## src/hdl/cpu8_instruction_execute_defines.svh

```systemverilog
// Assertion macros shared by the execute unit's RTL.
// Depends on a clock named clk and a reset named rst in the including module.
`ifndef CPU8_INSTRUCTION_EXECUTE_DEFINES_SVH
`define CPU8_INSTRUCTION_EXECUTE_DEFINES_SVH

// Implication checked on every rising edge of clk, outside reset.
`define CPU8_ASSERT(label, prop, msg) \
  label: assert property (@(posedge clk) disable iff (rst) (prop)) else $error(msg);

// Same check, but also active while reset is held.
`define CPU8_ASSERT_ALWAYS(label, prop, msg) \
  label: assert property (@(posedge clk) (prop)) else $error(msg);

`endif

```

## src/hdl/cpu8ie_pkg.sv

```systemverilog
// Package for the 8-bit execute unit: request/response types, opcodes, constants.
// Used by cpu8ie_exec and cpu8_instruction_execute.
`default_nettype none
package cpu8ie_pkg;

  localparam int MaxWrites = 3;

  localparam logic [7:0] STACK_PAGE = 8'h01;
  localparam logic [7:0] PUSH_MASK  = 8'h30;

  typedef struct packed {
    logic [5:0]  operation;
    logic [7:0]  operand_byte;
    logic [15:0] effective_address;
    logic        accumulator_mode;
    logic [15:0] fallthrough_pc;
    logic [7:0]  pull_first;
    logic [7:0]  pull_second;
    logic [7:0]  pull_third;
    logic [15:0] break_vector;
  } req_t;

  typedef struct packed {
    logic        write_enable;
    logic [15:0] write_address;
    logic [7:0]  write_data;
    logic        last_of_run;
    logic [15:0] next_pc;
    logic [7:0]  accumulator;
    logic [7:0]  index_x;
    logic [7:0]  index_y;
    logic [7:0]  stack_pointer;
    logic [7:0]  flags;
  } rsp_t;

  typedef struct packed {
    logic [7:0] a;
    logic [7:0] x;
    logic [7:0] y;
    logic [7:0] sp;
    logic [7:0] p;
  } regs_t;

  typedef enum logic [5:0] {
    OP_ADC = 6'd0,  OP_AND = 6'd1,  OP_ASL = 6'd2,  OP_BCC = 6'd3,
    OP_BCS = 6'd4,  OP_BEQ = 6'd5,  OP_BIT = 6'd6,  OP_BMI = 6'd7,
    OP_BNE = 6'd8,  OP_BPL = 6'd9,  OP_BRK = 6'd10, OP_BVC = 6'd11,
    OP_BVS = 6'd12, OP_CLC = 6'd13, OP_CLD = 6'd14, OP_CLI = 6'd15,
    OP_CLV = 6'd16, OP_CMP = 6'd17, OP_CPX = 6'd18, OP_CPY = 6'd19,
    OP_DEC = 6'd20, OP_DEX = 6'd21, OP_DEY = 6'd22, OP_EOR = 6'd23,
    OP_INC = 6'd24, OP_INX = 6'd25, OP_INY = 6'd26, OP_JMP = 6'd27,
    OP_JSR = 6'd28, OP_LDA = 6'd29, OP_LDX = 6'd30, OP_LDY = 6'd31,
    OP_LSR = 6'd32, OP_NOP = 6'd33, OP_ORA = 6'd34, OP_PHA = 6'd35,
    OP_PHP = 6'd36, OP_PLA = 6'd37, OP_PLP = 6'd38, OP_ROL = 6'd39,
    OP_ROR = 6'd40, OP_RTI = 6'd41, OP_RTS = 6'd42, OP_SBC = 6'd43,
    OP_SEC = 6'd44, OP_SED = 6'd45, OP_SEI = 6'd46, OP_STA = 6'd47,
    OP_STX = 6'd48, OP_STY = 6'd49, OP_TAX = 6'd50, OP_TAY = 6'd51,
    OP_TSX = 6'd52, OP_TXA = 6'd53, OP_TXS = 6'd54, OP_TYA = 6'd55
  } op_t;

  // Status bit positions.
  localparam int FL_C = 0;
  localparam int FL_Z = 1;
  localparam int FL_I = 2;
  localparam int FL_D = 3;
  localparam int FL_V = 6;
  localparam int FL_N = 7;

endpackage
`default_nettype wire

```

## src/hdl/cpu8ie_exec.sv

```systemverilog
// Combinational execute logic: one instruction against the current registers.
// Depends on cpu8ie_pkg; produces the new registers and up to three results.
`default_nettype none
module cpu8ie_exec (
  input  wire cpu8ie_pkg::req_t  req,
  input  wire cpu8ie_pkg::regs_t cur,
  output cpu8ie_pkg::regs_t      nxt,
  output cpu8ie_pkg::rsp_t       res [cpu8ie_pkg::MaxWrites],
  output logic [1:0]             res_count
);
  import cpu8ie_pkg::*;

  logic [1:0]  nw;
  logic [15:0] waddr [MaxWrites];
  logic [7:0]  wdata [MaxWrites];
  logic [15:0] pc;
  logic [7:0]  p, a, x, y, sp, m, st;
  logic [9:0]  dsum;
  logic [15:0] dif;
  logic [8:0]  mb;
  logic [7:0]  rin, rout;
  logic [15:0] jpc;
  logic        cin, bin;

  always_comb begin
    a = cur.a; x = cur.x; y = cur.y; sp = cur.sp; p = cur.p; st = cur.p;
    m = req.operand_byte;
    pc = req.fallthrough_pc;
    nw = 2'd0;
    cin = cur.p[FL_C];
    bin = ~cur.p[FL_C];
    dsum = 10'd0; dif = 16'd0; mb = 9'd0; rin = 8'd0; rout = 8'd0; jpc = 16'd0;
    for (int i = 0; i < MaxWrites; i++) begin
      waddr[i] = 16'h0000;
      wdata[i] = 8'h00;
    end
    case (req.operation)
      OP_ADC: begin
        dsum = {2'b00, a} + {2'b00, m} + {9'd0, cin};
        p[FL_Z] = (dsum[7:0] == 8'h00);
        if (cur.p[FL_D]) begin
          if ({1'b0, a[3:0]} + {1'b0, m[3:0]} + {4'd0, cin} > 5'd9) dsum = dsum + 10'd6;
          p[FL_N] = dsum[7];
          p[FL_V] = (a[7] ^ dsum[7]) & (m[7] ^ dsum[7]);
          if (dsum > 10'h099) dsum = dsum + 10'h060;
          p[FL_C] = (dsum > 10'h099);
        end else begin
          p[FL_N] = dsum[7];
          p[FL_C] = dsum[8];
          p[FL_V] = (a[7] ^ dsum[7]) & (m[7] ^ dsum[7]);
        end
        a = dsum[7:0];
      end
      OP_SBC: begin
        mb = {1'b0, m} + {8'd0, bin};
        dif = {8'h00, a} - {8'h00, m} - {15'd0, bin};
        p[FL_N] = dif[7];
        p[FL_Z] = (dif[7:0] == 8'h00);
        p[FL_V] = (a[7] ^ m[7]) & (a[7] ^ dif[7]);
        p[FL_C] = ({1'b0, a} >= mb);
        if (cur.p[FL_D]) begin
          if ({1'b0, a[3:0]} < {1'b0, m[3:0]} + {4'd0, bin}) dif = dif - 16'd6;
          if (dif > 16'h0099) dif = dif - 16'h0060;
        end
        a = dif[7:0];
      end
      OP_AND: begin a = a & m; p[FL_N] = a[7]; p[FL_Z] = (a == 8'h00); end
      OP_ORA: begin a = a | m; p[FL_N] = a[7]; p[FL_Z] = (a == 8'h00); end
      OP_EOR: begin a = a ^ m; p[FL_N] = a[7]; p[FL_Z] = (a == 8'h00); end
      OP_ASL, OP_LSR, OP_ROL, OP_ROR, OP_DEC, OP_INC: begin
        rin = (req.accumulator_mode && req.operation != OP_INC) ? a : m;
        case (req.operation)
          OP_ASL: begin p[FL_C] = rin[7]; rout = {rin[6:0], 1'b0}; end
          OP_LSR: begin p[FL_C] = rin[0]; rout = {1'b0, rin[7:1]}; end
          OP_ROL: begin p[FL_C] = rin[7]; rout = {rin[6:0], cin}; end
          OP_ROR: begin p[FL_C] = rin[0]; rout = {cin, rin[7:1]}; end
          OP_DEC: rout = rin - 8'd1;
          default: rout = rin + 8'd1;
        endcase
        p[FL_N] = rout[7];
        p[FL_Z] = (rout == 8'h00);
        if (req.accumulator_mode && req.operation != OP_INC) begin
          a = rout;
        end else begin
          nw = 2'd1;
          waddr[0] = req.effective_address;
          wdata[0] = rout;
        end
      end
      OP_BCC: if (!st[FL_C]) pc = req.effective_address;
      OP_BCS: if (st[FL_C]) pc = req.effective_address;
      OP_BEQ: if (st[FL_Z]) pc = req.effective_address;
      OP_BMI: if (st[FL_N]) pc = req.effective_address;
      OP_BNE: if (!st[FL_Z]) pc = req.effective_address;
      OP_BPL: if (!st[FL_N]) pc = req.effective_address;
      OP_BVC: if (!st[FL_V]) pc = req.effective_address;
      OP_BVS: if (st[FL_V]) pc = req.effective_address;
      OP_BIT: begin
        p[FL_N] = m[7]; p[FL_V] = m[6]; p[FL_Z] = ((a & m) == 8'h00);
      end
      OP_BRK: begin
        nw = 2'd3;
        waddr[0] = {STACK_PAGE, sp};         wdata[0] = req.fallthrough_pc[15:8];
        waddr[1] = {STACK_PAGE, sp - 8'd1};  wdata[1] = req.fallthrough_pc[7:0];
        waddr[2] = {STACK_PAGE, sp - 8'd2};  wdata[2] = st | PUSH_MASK;
        sp = sp - 8'd3;
        p[FL_I] = 1'b1;
        pc = req.break_vector;
      end
      OP_CLC: p[FL_C] = 1'b0;
      OP_CLD: p[FL_D] = 1'b0;
      OP_CLI: p[FL_I] = 1'b0;
      OP_CLV: p[FL_V] = 1'b0;
      OP_SEC: p[FL_C] = 1'b1;
      OP_SED: p[FL_D] = 1'b1;
      OP_SEI: p[FL_I] = 1'b1;
      OP_CMP, OP_CPX, OP_CPY: begin
        rin = (req.operation == OP_CMP) ? a : (req.operation == OP_CPX) ? x : y;
        rout = rin - m;
        p[FL_C] = (rin >= m);
        p[FL_N] = rout[7];
        p[FL_Z] = (rin == m);
      end
      OP_DEX: begin x = x - 8'd1; p[FL_N] = x[7]; p[FL_Z] = (x == 8'h00); end
      OP_DEY: begin y = y - 8'd1; p[FL_N] = y[7]; p[FL_Z] = (y == 8'h00); end
      OP_INX: begin x = x + 8'd1; p[FL_N] = x[7]; p[FL_Z] = (x == 8'h00); end
      OP_INY: begin y = y + 8'd1; p[FL_N] = y[7]; p[FL_Z] = (y == 8'h00); end
      OP_JMP: pc = req.effective_address;
      OP_JSR: begin
        jpc = req.fallthrough_pc - 16'd1;
        nw = 2'd2;
        waddr[0] = {STACK_PAGE, sp};        wdata[0] = jpc[15:8];
        waddr[1] = {STACK_PAGE, sp - 8'd1}; wdata[1] = jpc[7:0];
        sp = sp - 8'd2;
        pc = req.effective_address;
      end
      OP_LDA: begin a = m; p[FL_N] = m[7]; p[FL_Z] = (m == 8'h00); end
      OP_LDX: begin x = m; p[FL_N] = m[7]; p[FL_Z] = (m == 8'h00); end
      OP_LDY: begin y = m; p[FL_N] = m[7]; p[FL_Z] = (m == 8'h00); end
      OP_PHA: begin
        nw = 2'd1; waddr[0] = {STACK_PAGE, sp}; wdata[0] = a; sp = sp - 8'd1;
      end
      OP_PHP: begin
        nw = 2'd1; waddr[0] = {STACK_PAGE, sp}; wdata[0] = st | PUSH_MASK;
        sp = sp - 8'd1;
      end
      OP_PLA: begin
        a = req.pull_first; sp = sp + 8'd1;
        p[FL_N] = a[7]; p[FL_Z] = (a == 8'h00);
      end
      OP_PLP: begin p = req.pull_first; sp = sp + 8'd1; end
      OP_RTI: begin
        p = req.pull_first;
        pc = {req.pull_third, req.pull_second};
        sp = sp + 8'd3;
      end
      OP_RTS: begin
        pc = {req.pull_second, req.pull_first} + 16'd1;
        sp = sp + 8'd2;
      end
      OP_STA: begin nw = 2'd1; waddr[0] = req.effective_address; wdata[0] = a; end
      OP_STX: begin nw = 2'd1; waddr[0] = req.effective_address; wdata[0] = x; end
      OP_STY: begin nw = 2'd1; waddr[0] = req.effective_address; wdata[0] = y; end
      OP_TAX: begin x = a; p[FL_N] = x[7]; p[FL_Z] = (x == 8'h00); end
      OP_TAY: begin y = a; p[FL_N] = y[7]; p[FL_Z] = (y == 8'h00); end
      OP_TSX: begin x = sp; p[FL_N] = x[7]; p[FL_Z] = (x == 8'h00); end
      OP_TXA: begin a = x; p[FL_N] = a[7]; p[FL_Z] = (a == 8'h00); end
      OP_TXS: sp = x;
      OP_TYA: begin a = y; p[FL_N] = a[7]; p[FL_Z] = (a == 8'h00); end
      default: ;
    endcase
  end

  assign nxt = '{a: a, x: x, y: y, sp: sp, p: p};
  assign res_count = (nw == 2'd0) ? 2'd1 : nw;

  always_comb begin
    for (int i = 0; i < MaxWrites; i++) begin
      res[i] = '0;
      res[i].write_enable  = (2'(i) < nw);
      res[i].write_address = waddr[i];
      res[i].write_data    = wdata[i];
      if (2'(i) == res_count - 2'd1) begin
        res[i].last_of_run   = 1'b1;
        res[i].next_pc       = pc;
        res[i].accumulator   = a;
        res[i].index_x       = x;
        res[i].index_y       = y;
        res[i].stack_pointer = sp;
        res[i].flags         = p;
      end
    end
  end

endmodule
`default_nettype wire

```

## src/hdl/cpu8_instruction_execute.sv

```systemverilog
// Latency: a request's first result is presented the cycle after it is accepted.
// Throughput: one request per cycle while each needs one result and rsp_stall is low; a
// request with n memory writes (pushes, stores, read-modify-write) fills n buffer slots.
// Reset: A, X, Y and status clear to zero, SP goes to 0xFF, the result buffer empties.
// Depends on cpu8ie_pkg, cpu8ie_exec and cpu8_instruction_execute_defines.svh.
`default_nettype none
module cpu8_instruction_execute (
  input  wire                    clk,
  input  wire                    rst,
  input  wire                    req_valid,
  output logic                   req_stall,
  input  wire cpu8ie_pkg::req_t  req,
  output logic                   rsp_valid,
  input  wire                    rsp_stall,
  output cpu8ie_pkg::rsp_t       rsp
);
  import cpu8ie_pkg::*;
  `include "cpu8_instruction_execute_defines.svh"

  // Architectural registers, updated as soon as a request is accepted so the
  // very next request sees them.
  regs_t      regs;
  regs_t      regs_next;

  // Result buffer: all results of one instruction, drained in order.
  rsp_t       buf_q [MaxWrites];
  rsp_t       ex_res [MaxWrites];
  logic [1:0] ex_count;
  logic [1:0] count;
  logic [1:0] head;

  logic       req_fire;
  logic       rsp_fire;

  cpu8ie_exec u_exec (
    .req       (req),
    .cur       (regs),
    .nxt       (regs_next),
    .res       (ex_res),
    .res_count (ex_count)
  );

  assign rsp_valid = (count != 2'd0);
  assign rsp       = buf_q[head];
  assign rsp_fire  = rsp_valid && !rsp_stall;
  // A new request may enter when the buffer is empty or its last result leaves now.
  assign req_stall = !((count == 2'd0) || (count == 2'd1 && !rsp_stall));
  assign req_fire  = req_valid && !req_stall;

  always_ff @(posedge clk) begin
    if (rst) begin
      regs  <= '{a: 8'h00, x: 8'h00, y: 8'h00, sp: 8'hFF, p: 8'h00};
      count <= 2'd0;
      head  <= 2'd0;
    end else if (req_fire) begin
      regs  <= regs_next;
      count <= ex_count;
      head  <= 2'd0;
    end else if (rsp_fire) begin
      count <= count - 2'd1;
      head  <= head + 2'd1;
    end
  end

  always_ff @(posedge clk) begin
    if (req_fire) begin
      buf_q <= ex_res;
    end
  end

  // The buffered result at the head is the final one exactly when one remains.
  `CPU8_ASSERT(a_last_matches_count, rsp_valid |-> (rsp.last_of_run == (count == 2'd1)),
    "last_of_run disagrees with buffer occupancy")
  // Every result before the final one is a memory write.
  `CPU8_ASSERT(a_early_is_write, (rsp_valid && !rsp.last_of_run) |-> rsp.write_enable,
    "non-final result without a write")
  // Accepting a request always leaves results pending.
  `CPU8_ASSERT(a_fire_fills, req_fire |=> rsp_valid, "accepted request left no result")

endmodule
`default_nettype wire
```

## config.mk

```make
export PLATFORM = sky130hd
export DESIGN_NAME = cpu8_instruction_execute
export DESIGN_NICKNAME = d
export VERILOG_FILES = /design/src/hdl/cpu8ie_pkg.sv /design/src/hdl/cpu8ie_exec.sv /design/src/hdl/cpu8_instruction_execute.sv
export VERILOG_INCLUDE_DIRS = /design/src /design/src/hdl
export SDC_FILE = /design/constraint.sdc
export NUM_CORES = 1
export LEC_CHECK = 0
export BUFFER_PORTS_ARGS = -buffer_cell sky130_fd_sc_hd__buf_2
export CORE_MARGIN = 1.5
export CORE_UTILIZATION = 55
export DETAILED_ROUTE_END_ITERATION = 6
export PLACE_DENSITY = 0.75
export SETUP_SLACK_MARGIN = 0.4
export SLEW_MARGIN = 0
export SYNTH_ARGS = -nofsm -noshare
export SYNTH_HDL_FRONTEND = slang
export SYNTH_HIERARCHICAL = 1
export SYNTH_SLANG_ARGS = --single-unit
```

## constraint.sdc

```tcl
create_clock -name clk -period 12.3 [get_ports clk]
set_clock_uncertainty 0.1 [all_clocks]
set_input_delay 1.845 -clock clk [delete_from_list [all_inputs] [get_ports clk]]
set_output_delay 1.845 -clock clk [all_outputs]
set_load 0.02 [all_outputs]
```

======== Yosys cells after proc, flatten, opt, wreduce, memory -nomap -nowiden ========
Index checks and enable logic that the tools add are counted.
operators by class
  magnitude comparators ................... 11
  $add $sub $neg .......................... 30
  bitwise gates (word level) .............. 14
  shift operators ......................... 0
  mux-type cells .......................... 60
  $mul .................................... 0
  equal/unequal tests ..................... 59
  divide/modulo/power cells ............... 0
  reductions and logical operators ........ 49
operators by type and width
  cell                   count
  $mux W16               12
  $pmux W16 S12          1
  $mux W57               3
  $bmux W82 S2           1
  $mux W82               2
  $eq A6 B6 Y1 const B   23
  $logic_not A8 Y1       16
  $pmux W8 S7            2
  $eq A6 B5 Y1 const B   16
  $pmux W8 S10           1
  $pmux W8 S5            2
  $mux W8                9
  $mux W10               6
  $eq A6 B4 Y1 const B   8
  $pmux W16 S3           1
  $add A8 B1 Y8 const B  4
  $pmux W8 S4            1
  $sub A8 B1 Y8 const B  4
  $eq A6 B3 Y1 const B   4
  $reduce_or A2 Y1       12
  $gt A10 B8 Y1 const B  2
  $mux W9                2
  $pmux W1 S18           1
  $pmux W1 S17           1
  60 further kinds       89
storage, ports and cells
  bits in latches ......................... 0
  input bits .............................. 91
  flip-flop bits (word level) ............. 290
  memories ................................ 0
  RAM bits ................................ 0
  bits in read-only memories .............. 0

======== Logic depth before layout (Yosys ltp) ========
Gate-level depths: netlist of the first run.
  word-level depth ........................ 14
  gate-level depth with buffers ........... 22
  gate-level depth less buffers ........... 21

======== Cells and area by module ========
The synthesis of the first run kept the hierarchy.
modules (own cells, without submodules)
  module                    cells each  area each (um^2)  instances
  cpu8_instruction_execute  720         10752.8           1
  cpu8ie_exec               1632        10112.2           1

======== Worst setup path before layout of the first run ========
Ideal clock, no wire load.
  path type ............................... input port to flip-flop
  start point ............................. input port req[74] in the netlist's numbering
  end point ............................... register buf_q[202] in the netlist's numbering (data pin)
  setup slack ............................. 6.661 ns
  buffers on the path ..................... 2
  arrival time ............................ 5.271 ns
  stages .................................. 16
  path through ............................ clkbuf_1 -> inv_1 -> ha_1 -> buf_6 -> a21oi_1 -> xnor2_1 -> ha_1 -> or3_1 -> or2_1 -> xor2_1 -> or2_1 -> o22ai_1 -> mux2_2 -> nor3b_1 -> o211a_1 -> nor3_2
on the way
  cells in the longest elaborated chain, start to end .. 12
  elaborated cells between the ends (all ways) .. 34
ends and longest elaborated chain
  element                                                                   line                            source
  start, declared                                                           cpu8_instruction_execute.sv:12  input wire cpu8ie_pkg::req_t req,
  parallel branches: the longest is 11 deep, another holds $sub A16 B1 Y16  n/a
  $pmux W8 S10 (*)                                                          cpu8ie_exec.sv:37               case (req.operation)
  end signal, assigned                                                      cpu8_instruction_execute.sv:67  buf_q <= ex_res;
  end, declared                                                             cpu8_instruction_execute.sv:26  rsp_t buf_q [MaxWrites];
Mark *: on every way between the ends. The select of a mux whose other input is x is not followed.
A chain may end at the register's enable or synchronous reset.

==> reports/metrics.yaml, run 1 <==
outcome:
  run_status: "complete, no violations"
synth:
  yosys.area_share.simple_pct: 19.63
  synth.yosys.warnings: 6
  yosys_register_bits: 290
  post_synth_fa_ha_maj_area_fraction_pct: 5.061
  syn-cell-area_mm2: 0.02087
  synth_compound_area_share_pct: 19.44
  post_synth_inst_count: 2352
  yosys.cell_types.count: 110
  async_reset_ff_share_pct: 0
  post_synth_xor_area_fraction_pct: 5.079
  synthMuxAreaShare_pct: 4.947
  seq_area_frac_synth_pct: 39.63
  synth_edf_count: 246
  avg_synthesized_cell_area_um2: 8.871
  synth_ff_type: "sky130_fd_sc_hd__edfxtp_1"
  synth_top_family_by_area: "simple AND/OR/NAND/NOR gates"
power:
  power_w: 0.002942
  ir_worst_vdd_uv: 102.3
  power_density_of_the_placed_cells_mw_per_mm2: 128.6
  power.leakage_nw: 8.712
timing:
  report.final.setup_viol: 0
  finalSetupTns_ps: 0
  hold_viol_final: 0
  finalCritPeriodShare_pct: 51.90
  timing.fmax_mhz: 156.6
  slew_viol_final: 0
  grt_setup_unrepaired: "false"
  timing.slew.headroom_pct: 14.77
  worst_pin_slew_ps: 1246
  period_needed_ps: 6384
routing:
  detailedRoute.firstPassIterationCount: 6
  drt.antenna.violating_nets: 0
  route.vias.total: 19550
  detail_route.drc_violations: 0
  avgViaCountPerCell: 6.574
  initial_detailed_routing_violation_count: 2425
  wirelength_um: 75140
  drt-wirelength-per-cell_um: 25.26
global_route:
  grt_first_pass_wirelength_um: 111900
  grt_pass1_vias: 18100
  grt-busiest-layer: "met2"
  grt_util_met2_pct: 59.19
  pin_count_of_the_biggest_net_entering_global_routing: 205
  use_met1_pct: 51.72
  grt.overflow.total: 0
  grtUsageTotal_pct: 37.89
  grt_antenna_before_repair: 4
  grt_use_met3_pct: 5.876
worst_setup_path:
  cell_type_of_the_slowest_stage_on_the_worst_timing_path: "sky130_fd_sc_hd__o31ai_4"
  critical_path_arrival_ps: 6680
  worst_setup_path_start_kind: "input pin"
  crit_path_cell_trace: "buf_2 -> nand2b_1 -> o31ai_4 -> mux2i_1 -> fa_1 -> inv_1 -> a21o_1 -> a21oi_1 -> xnor2_1 -> a21oi_1 -> o211ai_1 -> a221o_1 -> a21oi_1 -> inv_1 -> nand2_1 -> a21oi_1"
  critPathBufInv: 3
  critPathRequiredTime_ps: 12600
  maximum_fanout_along_the_worst_path: 37
  path_class: "input pin to flip-flop"
  critPathCaptureType: "flip-flop"
  cp_top_family: "compound AO/OA/AOI/OAI gates"
  worst_path_most_repeated_cell: "sky130_fd_sc_hd__a21oi_1"
  cp_slowest_stage_delay_ps: 730
cts:
  post_cts_resized: 0
  clockBufferDepth: 3
  clockRootBuffer: "sky130_fd_sc_hd__clkbuf_16"
  worst_skew_pair.late_latency_ps: 600
  post-cts-setup-buffer-count: 0
  tritoncts.num_buffers: 30
  cts_hold_buffers: 0
  tritoncts: "yes"
  clock_sink_count: 290
  clkSlewWorstSetupHoldPaths_ps: 60
  clock_tree.htree_level_count: 1
run:
  drv_cap: 0
placement:
  gp_congestion: 1.060
  dp_hpwl_um: 52840
  buffer_ports.inserted: 174
finish:
  most_used_cells_in_the_layout_excluding_fill_and_tap_cells: "279 x sky130_fd_sc_hd__nand2_1, 269 x sky130_fd_sc_hd__nor2_1, 246 x sky130_fd_sc_hd__edfxtp_1, 175 x sky130_fd_sc_hd__o21ai_0, 174 x sky130_fd_sc_hd__buf_2"
  layout.cells.most_common: "sky130_fd_sc_hd__nand2_1"
  layout.nets: 2611
  signed_area_change_from_the_synthesized_netlist_to_the_final_layout_pct: 9.654
  layout-drive-gt1-share_pct: 12.92
die:
  die-height_um: 197.8
  core_mm2: 0.03749
  ios: 175
  floorplan.initialDensity_pct: 55.66
  chipWidth_um: 197.8
  row_count: 71
  die_area_mm2: 0.03911
hold_path:
  min-delay-path-class: "flip-flop to flip-flop"
## sequential cells by signal (all words and copies together) (netlist names)
register	flops
buf_q	246
count	2
head	2
regs	40
## final timing paths
kind                               from                     to  slack [ps]  cells past startpoint
setup reg to reg  regs[32]$_SDFFE_PP0P_   buf_q[203]$_DFFE_PP_        7030                     18
setup / recovery                req[84]  regs[36]$_SDFFE_PP0P_        5920                     16
hold / removal     regs[5]$_SDFFE_PP0P_   regs[5]$_SDFFE_PP0P_         390                      2
hold reg to reg    regs[5]$_SDFFE_PP0P_   regs[5]$_SDFFE_PP0P_         390                      2
## cell type report
cell class | count | area, µm²
fill | 3323 | 14610
multi-input combinational | 1786 | 11370
sequential | 290 | 8273
timing repair buffer | 214 | 1171
clock buffer | 41 | 843.3
tap | 511 | 639.4
inverter | 116 | 447.9
clock inverter | 15 | 131.4
antenna | 1 | 2.502
## cells by family after synthesis
| logic type | count (synthesis) |
|---|---|
| and+or+nand+nor | 878 |
| AOI/OAI and AO/OA | 598 |
| DFF | 290 |
| buffers and inverters | 289 |
| xor gates and xnor gates | 111 |
| muxes | 103 |
| adders and majority gates | 82 |
| other | 1 |
## metrics by stage
stage	utilization (%)	worst slack (ps)	cells	area, µm²	hold WS [ps]
floorplan	-	6661	2365	20910	335.0
global placement	58.42	5620	2917	21900	342.2
detailed placement	58.42	5490	2917	21900	355.9
CTS	61.02	6026	2973	22880	381.4
global route	61.02	5624	2973	22880	407.3
finish	61.03	5916	2974	22880	388.8
## layer usage
metal | vias to the layer above | wire length (µm)
met3 | 215 | 7447
met4 | 4 | 3814
li1 | 8691 | -
met5 | - | 26
met1 | 9439 | 30220
met2 | 1201 | 33630
## synthesized netlist by cell type (all sizes together), types with 11 or more instances
library cell  instances  share of area, %
edfxtp              246                35
nor4                 16              0.55
clkbuf              101               1.8
xor2                 49               2.1
xnor2                60               2.8
and3                 18              0.56
nand3b               11              0.40
a211oi               22              0.91
nor3                 69               1.7
nand2b               26              0.78
a221oi               35               1.6
inv                 114               2.1
a31oi                13              0.39
o22ai                22              0.66
a221o                14              0.67
mux2i               102               4.9
dfxtp                44               4.2
a222oi               18              0.86
a22oi                18              0.65
buf                  72               2.3
a22o                 15              0.63
and2                 45               1.4
ha                   78               4.7
nand3                57               1.4
nor2                272               5.0
nand4                22              0.66
nor2b                17              0.53
o21ai               183               4.4
a21oi               130               3.2
o211ai               12              0.43
a21o                 21              0.76
nand2               279               5.0
## power breakdown
part / leakage, nW / switching (W) / internal [W]
combinational: 5.46 / 0.000532 / 0.000259
clock: 0.475 / 0.000392 / 0.000504
sequential: 2.78 / 0.0000606 / 0.00119
total: 8.71 / 0.000984 / 0.00196
## tightest hold or removal path, cell delays in order (launching register included)
cell                      delay (ps)
sky130_fd_sc_hd__dfxtp_1         320
sky130_fd_sc_hd__nand2_1          60
sky130_fd_sc_hd__a21oi_1          60
No activity file was read; power rests on OpenSTA's default activity.
==> inputs of run 2 (changes only) <==
Settings changed: PLACE_DENSITY 0.75 to 0.78.
Clock period 12.3 ns to 5.1 ns, I/O delays scaled along.
==> run 2 against run 1 <==
  * Wire length increased by 1.9%
  * Combinational power increased to 2.6 times the previous value
  * Global-route usage increased by 0.57 points
  * Critical path depth increased by 3
  * Critical path type is now flip-flop to flip-flop
  * First-iteration DRC count increased by 26%
==> reports/metrics.yaml, run 2 (synthesized netlist as in run 1, its figures left out) <==
routing:
  initial_detailed_routing_violation_count: 3056  # +26%
  avgViaCountPerCell: 6.501  # -1.1%
  detailedRoute.firstPassIterationCount: 7  # +1
  route.vias.total: 20190  # +3.3%
  drt.antenna.violating_nets: 0  # unchanged
  wirelength_um: 76590  # +1.9%
  detail_route.drc_violations: 0  # unchanged
  drt-wirelength-per-cell_um: 24.67  # -2.4%
cts:
  tritoncts: "yes"
  clockBufferDepth: 3  # unchanged
  clockRootBuffer: "sky130_fd_sc_hd__clkbuf_16"
  cts_hold_buffers: 0  # unchanged
  clock_sink_count: 290  # unchanged
  worst_skew_pair.late_latency_ps: 560  # -40 ps
  clock_tree.htree_level_count: 1  # unchanged
  tritoncts.num_buffers: 28  # -6.7%
  clkSlewWorstSetupHoldPaths_ps: 70  # about the same
placement:
  gp_congestion: 1.048  # -1.2%
  dp_hpwl_um: 55990  # +6.0%
  placement.setup.worst_slack_ps: 150.0  # -5340 ps
  dpl-instance-area_mm2: 0.02291  # +4.6%
  buffer_ports.inserted: 174  # unchanged
timing:
  period_needed_ps: 4442
  worst_pin_slew_ps: 1100  # -145.9 ps
  hold_viol_final: 0  # unchanged
  timing.slew.headroom_pct: 26.37  # +12 points
  timing.fmax_mhz: 225.1
  finalCritPeriodShare_pct: 87.10
  finalSetupTns_ps: 0  # unchanged
  grt_setup_unrepaired: "true"
  report.final.setup_viol: 0  # unchanged
  layout_setup_ws_ps: 657.7  # -5258 ps
  slew_viol_final: 0  # unchanged
global_route:
  grt_pass1_vias: 19130  # +5.7%
  pin_count_of_the_biggest_net_entering_global_routing: 153  # -25%
  grt.overflow.total: 0  # unchanged
  grtUsageTotal_pct: 38.45  # +0.57 points
  grt_antenna_before_repair: 5  # +1
  grt_first_pass_wirelength_um: 113900  # +1.8%
worst_setup_path:
  worst_setup_path_start_kind: "flip-flop"
  critPathCaptureType: "flip-flop"
  critPathRequiredTime_ps: 5410  # -7190 ps
  maximum_fanout_along_the_worst_path: 10  # -73%
  critical_path_arrival_ps: 4750  # -1930 ps
  path_class: "flip-flop to flip-flop"
  worst-r2r-setup-slack_ps: 660  # -6370 ps
die:
  ios: 175  # unchanged
  floorplan.initialDensity_pct: 55.66  # unchanged
  chipWidth_um: 197.8  # unchanged
  core_mm2: 0.03749  # unchanged
  die_area_mm2: 0.03911  # unchanged
  die-height_um: 197.8  # unchanged
  row_count: 71  # unchanged
finish:
  fin_area_mm2: 0.02383  # +4.2%
  largest_reg_flops: 246  # unchanged
  layout.nets: 2740  # +4.9%
  signed_area_change_from_the_synthesized_netlist_to_the_final_layout_pct: 14.23
  postLayoutCoreUtil_pct: 63.58  # +2.5 points
  layout.cells.most_common: "sky130_fd_sc_hd__nand2_1"
  layout-drive-gt1-share_pct: 17.03  # +4.1 points
  top_regs: "buf_q: 246 flops, regs: 40 flops"
  max_flop_register: "buf_q"
  most_used_cells_in_the_layout_excluding_fill_and_tap_cells: "279 x sky130_fd_sc_hd__nand2_1, 269 x sky130_fd_sc_hd__nor2_1, 246 x sky130_fd_sc_hd__edfxtp_1, 175 x sky130_fd_sc_hd__o21ai_0, 174 x sky130_fd_sc_hd__buf_2"
outcome:
  run_status: "complete, no violations"
run:
  drv_cap: 0  # unchanged
power:
  power_density_of_the_placed_cells_mw_per_mm2: 297.9  # +130%
  ir_worst_vdd_uv: 198.5  # +94%
  power.leakage_nw: 9.322  # +7.0%
hold_path:
  min-delay-path-class: "flip-flop to flip-flop"
-- run 2: final cells by class --
cell class / instances / area (µm²)
antenna: 5 / 12.51
tap: 511 / 639.4
clock buffer: 44 / 802.0
inverter: 116 / 447.9
clock inverter: 8 / 85.08
timing repair buffer: 345 / 2180
multi-input combinational: 1786 / 11390
fill: 3144 / 13650
sequential: 290 / 8274
-- run 2: routing by layer --
layer | up-vias | share of wire [%] | wire length (µm) | global-route usage [%]
met5 | - | 0.031 | 24 | 0
met4 | 4 | 5.7 | 4343 | 19.96
met3 | 240 | 10 | 7868 | 5.791
met2 | 1273 | 45 | 34830 | 62.18
met1 | 9717 | 39 | 29520 | 50.11
li1 | 8953 | - | - | -
-- run 2: what timing repair did --
item	4_1_cts	5_1_grt
hold endpoints to repair	0	0
buffers inserted	0	0
gates resized for setup	0	5
setup endpoints to repair	0	4
-- run 2: critical path, stage by stage (launching register included) --
cell                      delay, ps
sky130_fd_sc_hd__dfxtp_1        320
sky130_fd_sc_hd__buf_4          200
sky130_fd_sc_hd__fa_1           450
sky130_fd_sc_hd__a21oi_1        270
sky130_fd_sc_hd__xnor2_1        130
sky130_fd_sc_hd__ha_1           250
sky130_fd_sc_hd__nor2b_1        180
sky130_fd_sc_hd__o21ai_0        190
sky130_fd_sc_hd__nor4b_2        260
sky130_fd_sc_hd__nor3b_1        280
sky130_fd_sc_hd__or3_1          150
sky130_fd_sc_hd__nand3_1        110
sky130_fd_sc_hd__o22ai_1        270
sky130_fd_sc_hd__mux2_2         360
sky130_fd_sc_hd__nor3b_1        200
sky130_fd_sc_hd__buf_4          170
sky130_fd_sc_hd__o211a_1        190
sky130_fd_sc_hd__nor2_1          60
sky130_fd_sc_hd__nand2_1         70
sky130_fd_sc_hd__a21oi_1         60
-- run 2: power breakdown --
| part | leakage (nW) | total (W) | switching [W] | internal [W] |
|---|---|---|---|---|
| Combinational | 6.12 | 0.00206 | 0.00132 | 0.000738 |
| Clock | 0.429 | 0.00203 | 0.000860 | 0.00117 |
| Sequential | 2.78 | 0.00301 | 0.000133 | 0.00287 |
| Total | 9.32 | 0.00710 | 0.00231 | 0.00479 |
-- run 2: metrics by stage --
step                      instances  power (W)  hold slack (ps)
after floorplan                2365   0.004331            335.0
after global placement         3048   0.005001            343.2
after detailed placement       3048   0.005061            355.5
after CTS                      3100   0.007068            366.3
after global routing           3103   0.007359            405.1
final                          3105   0.007101            371.4
-- run 2: final timing paths --
| kind | startpoint | endpoint | depth (start not counted) |
|---|---|---|---|
| hold / removal | regs[4]$_SDFFE_PP0P_ | regs[4]$_SDFFE_PP0P_ | 2 |
| setup / recovery | regs[32]$_SDFFE_PP0P_ | regs[38]$_SDFFE_PP0P_ | 19 |
| hold reg to reg | regs[4]$_SDFFE_PP0P_ | regs[4]$_SDFFE_PP0P_ | 2 |
| setup reg to reg | regs[32]$_SDFFE_PP0P_ | regs[38]$_SDFFE_PP0P_ | 19 |
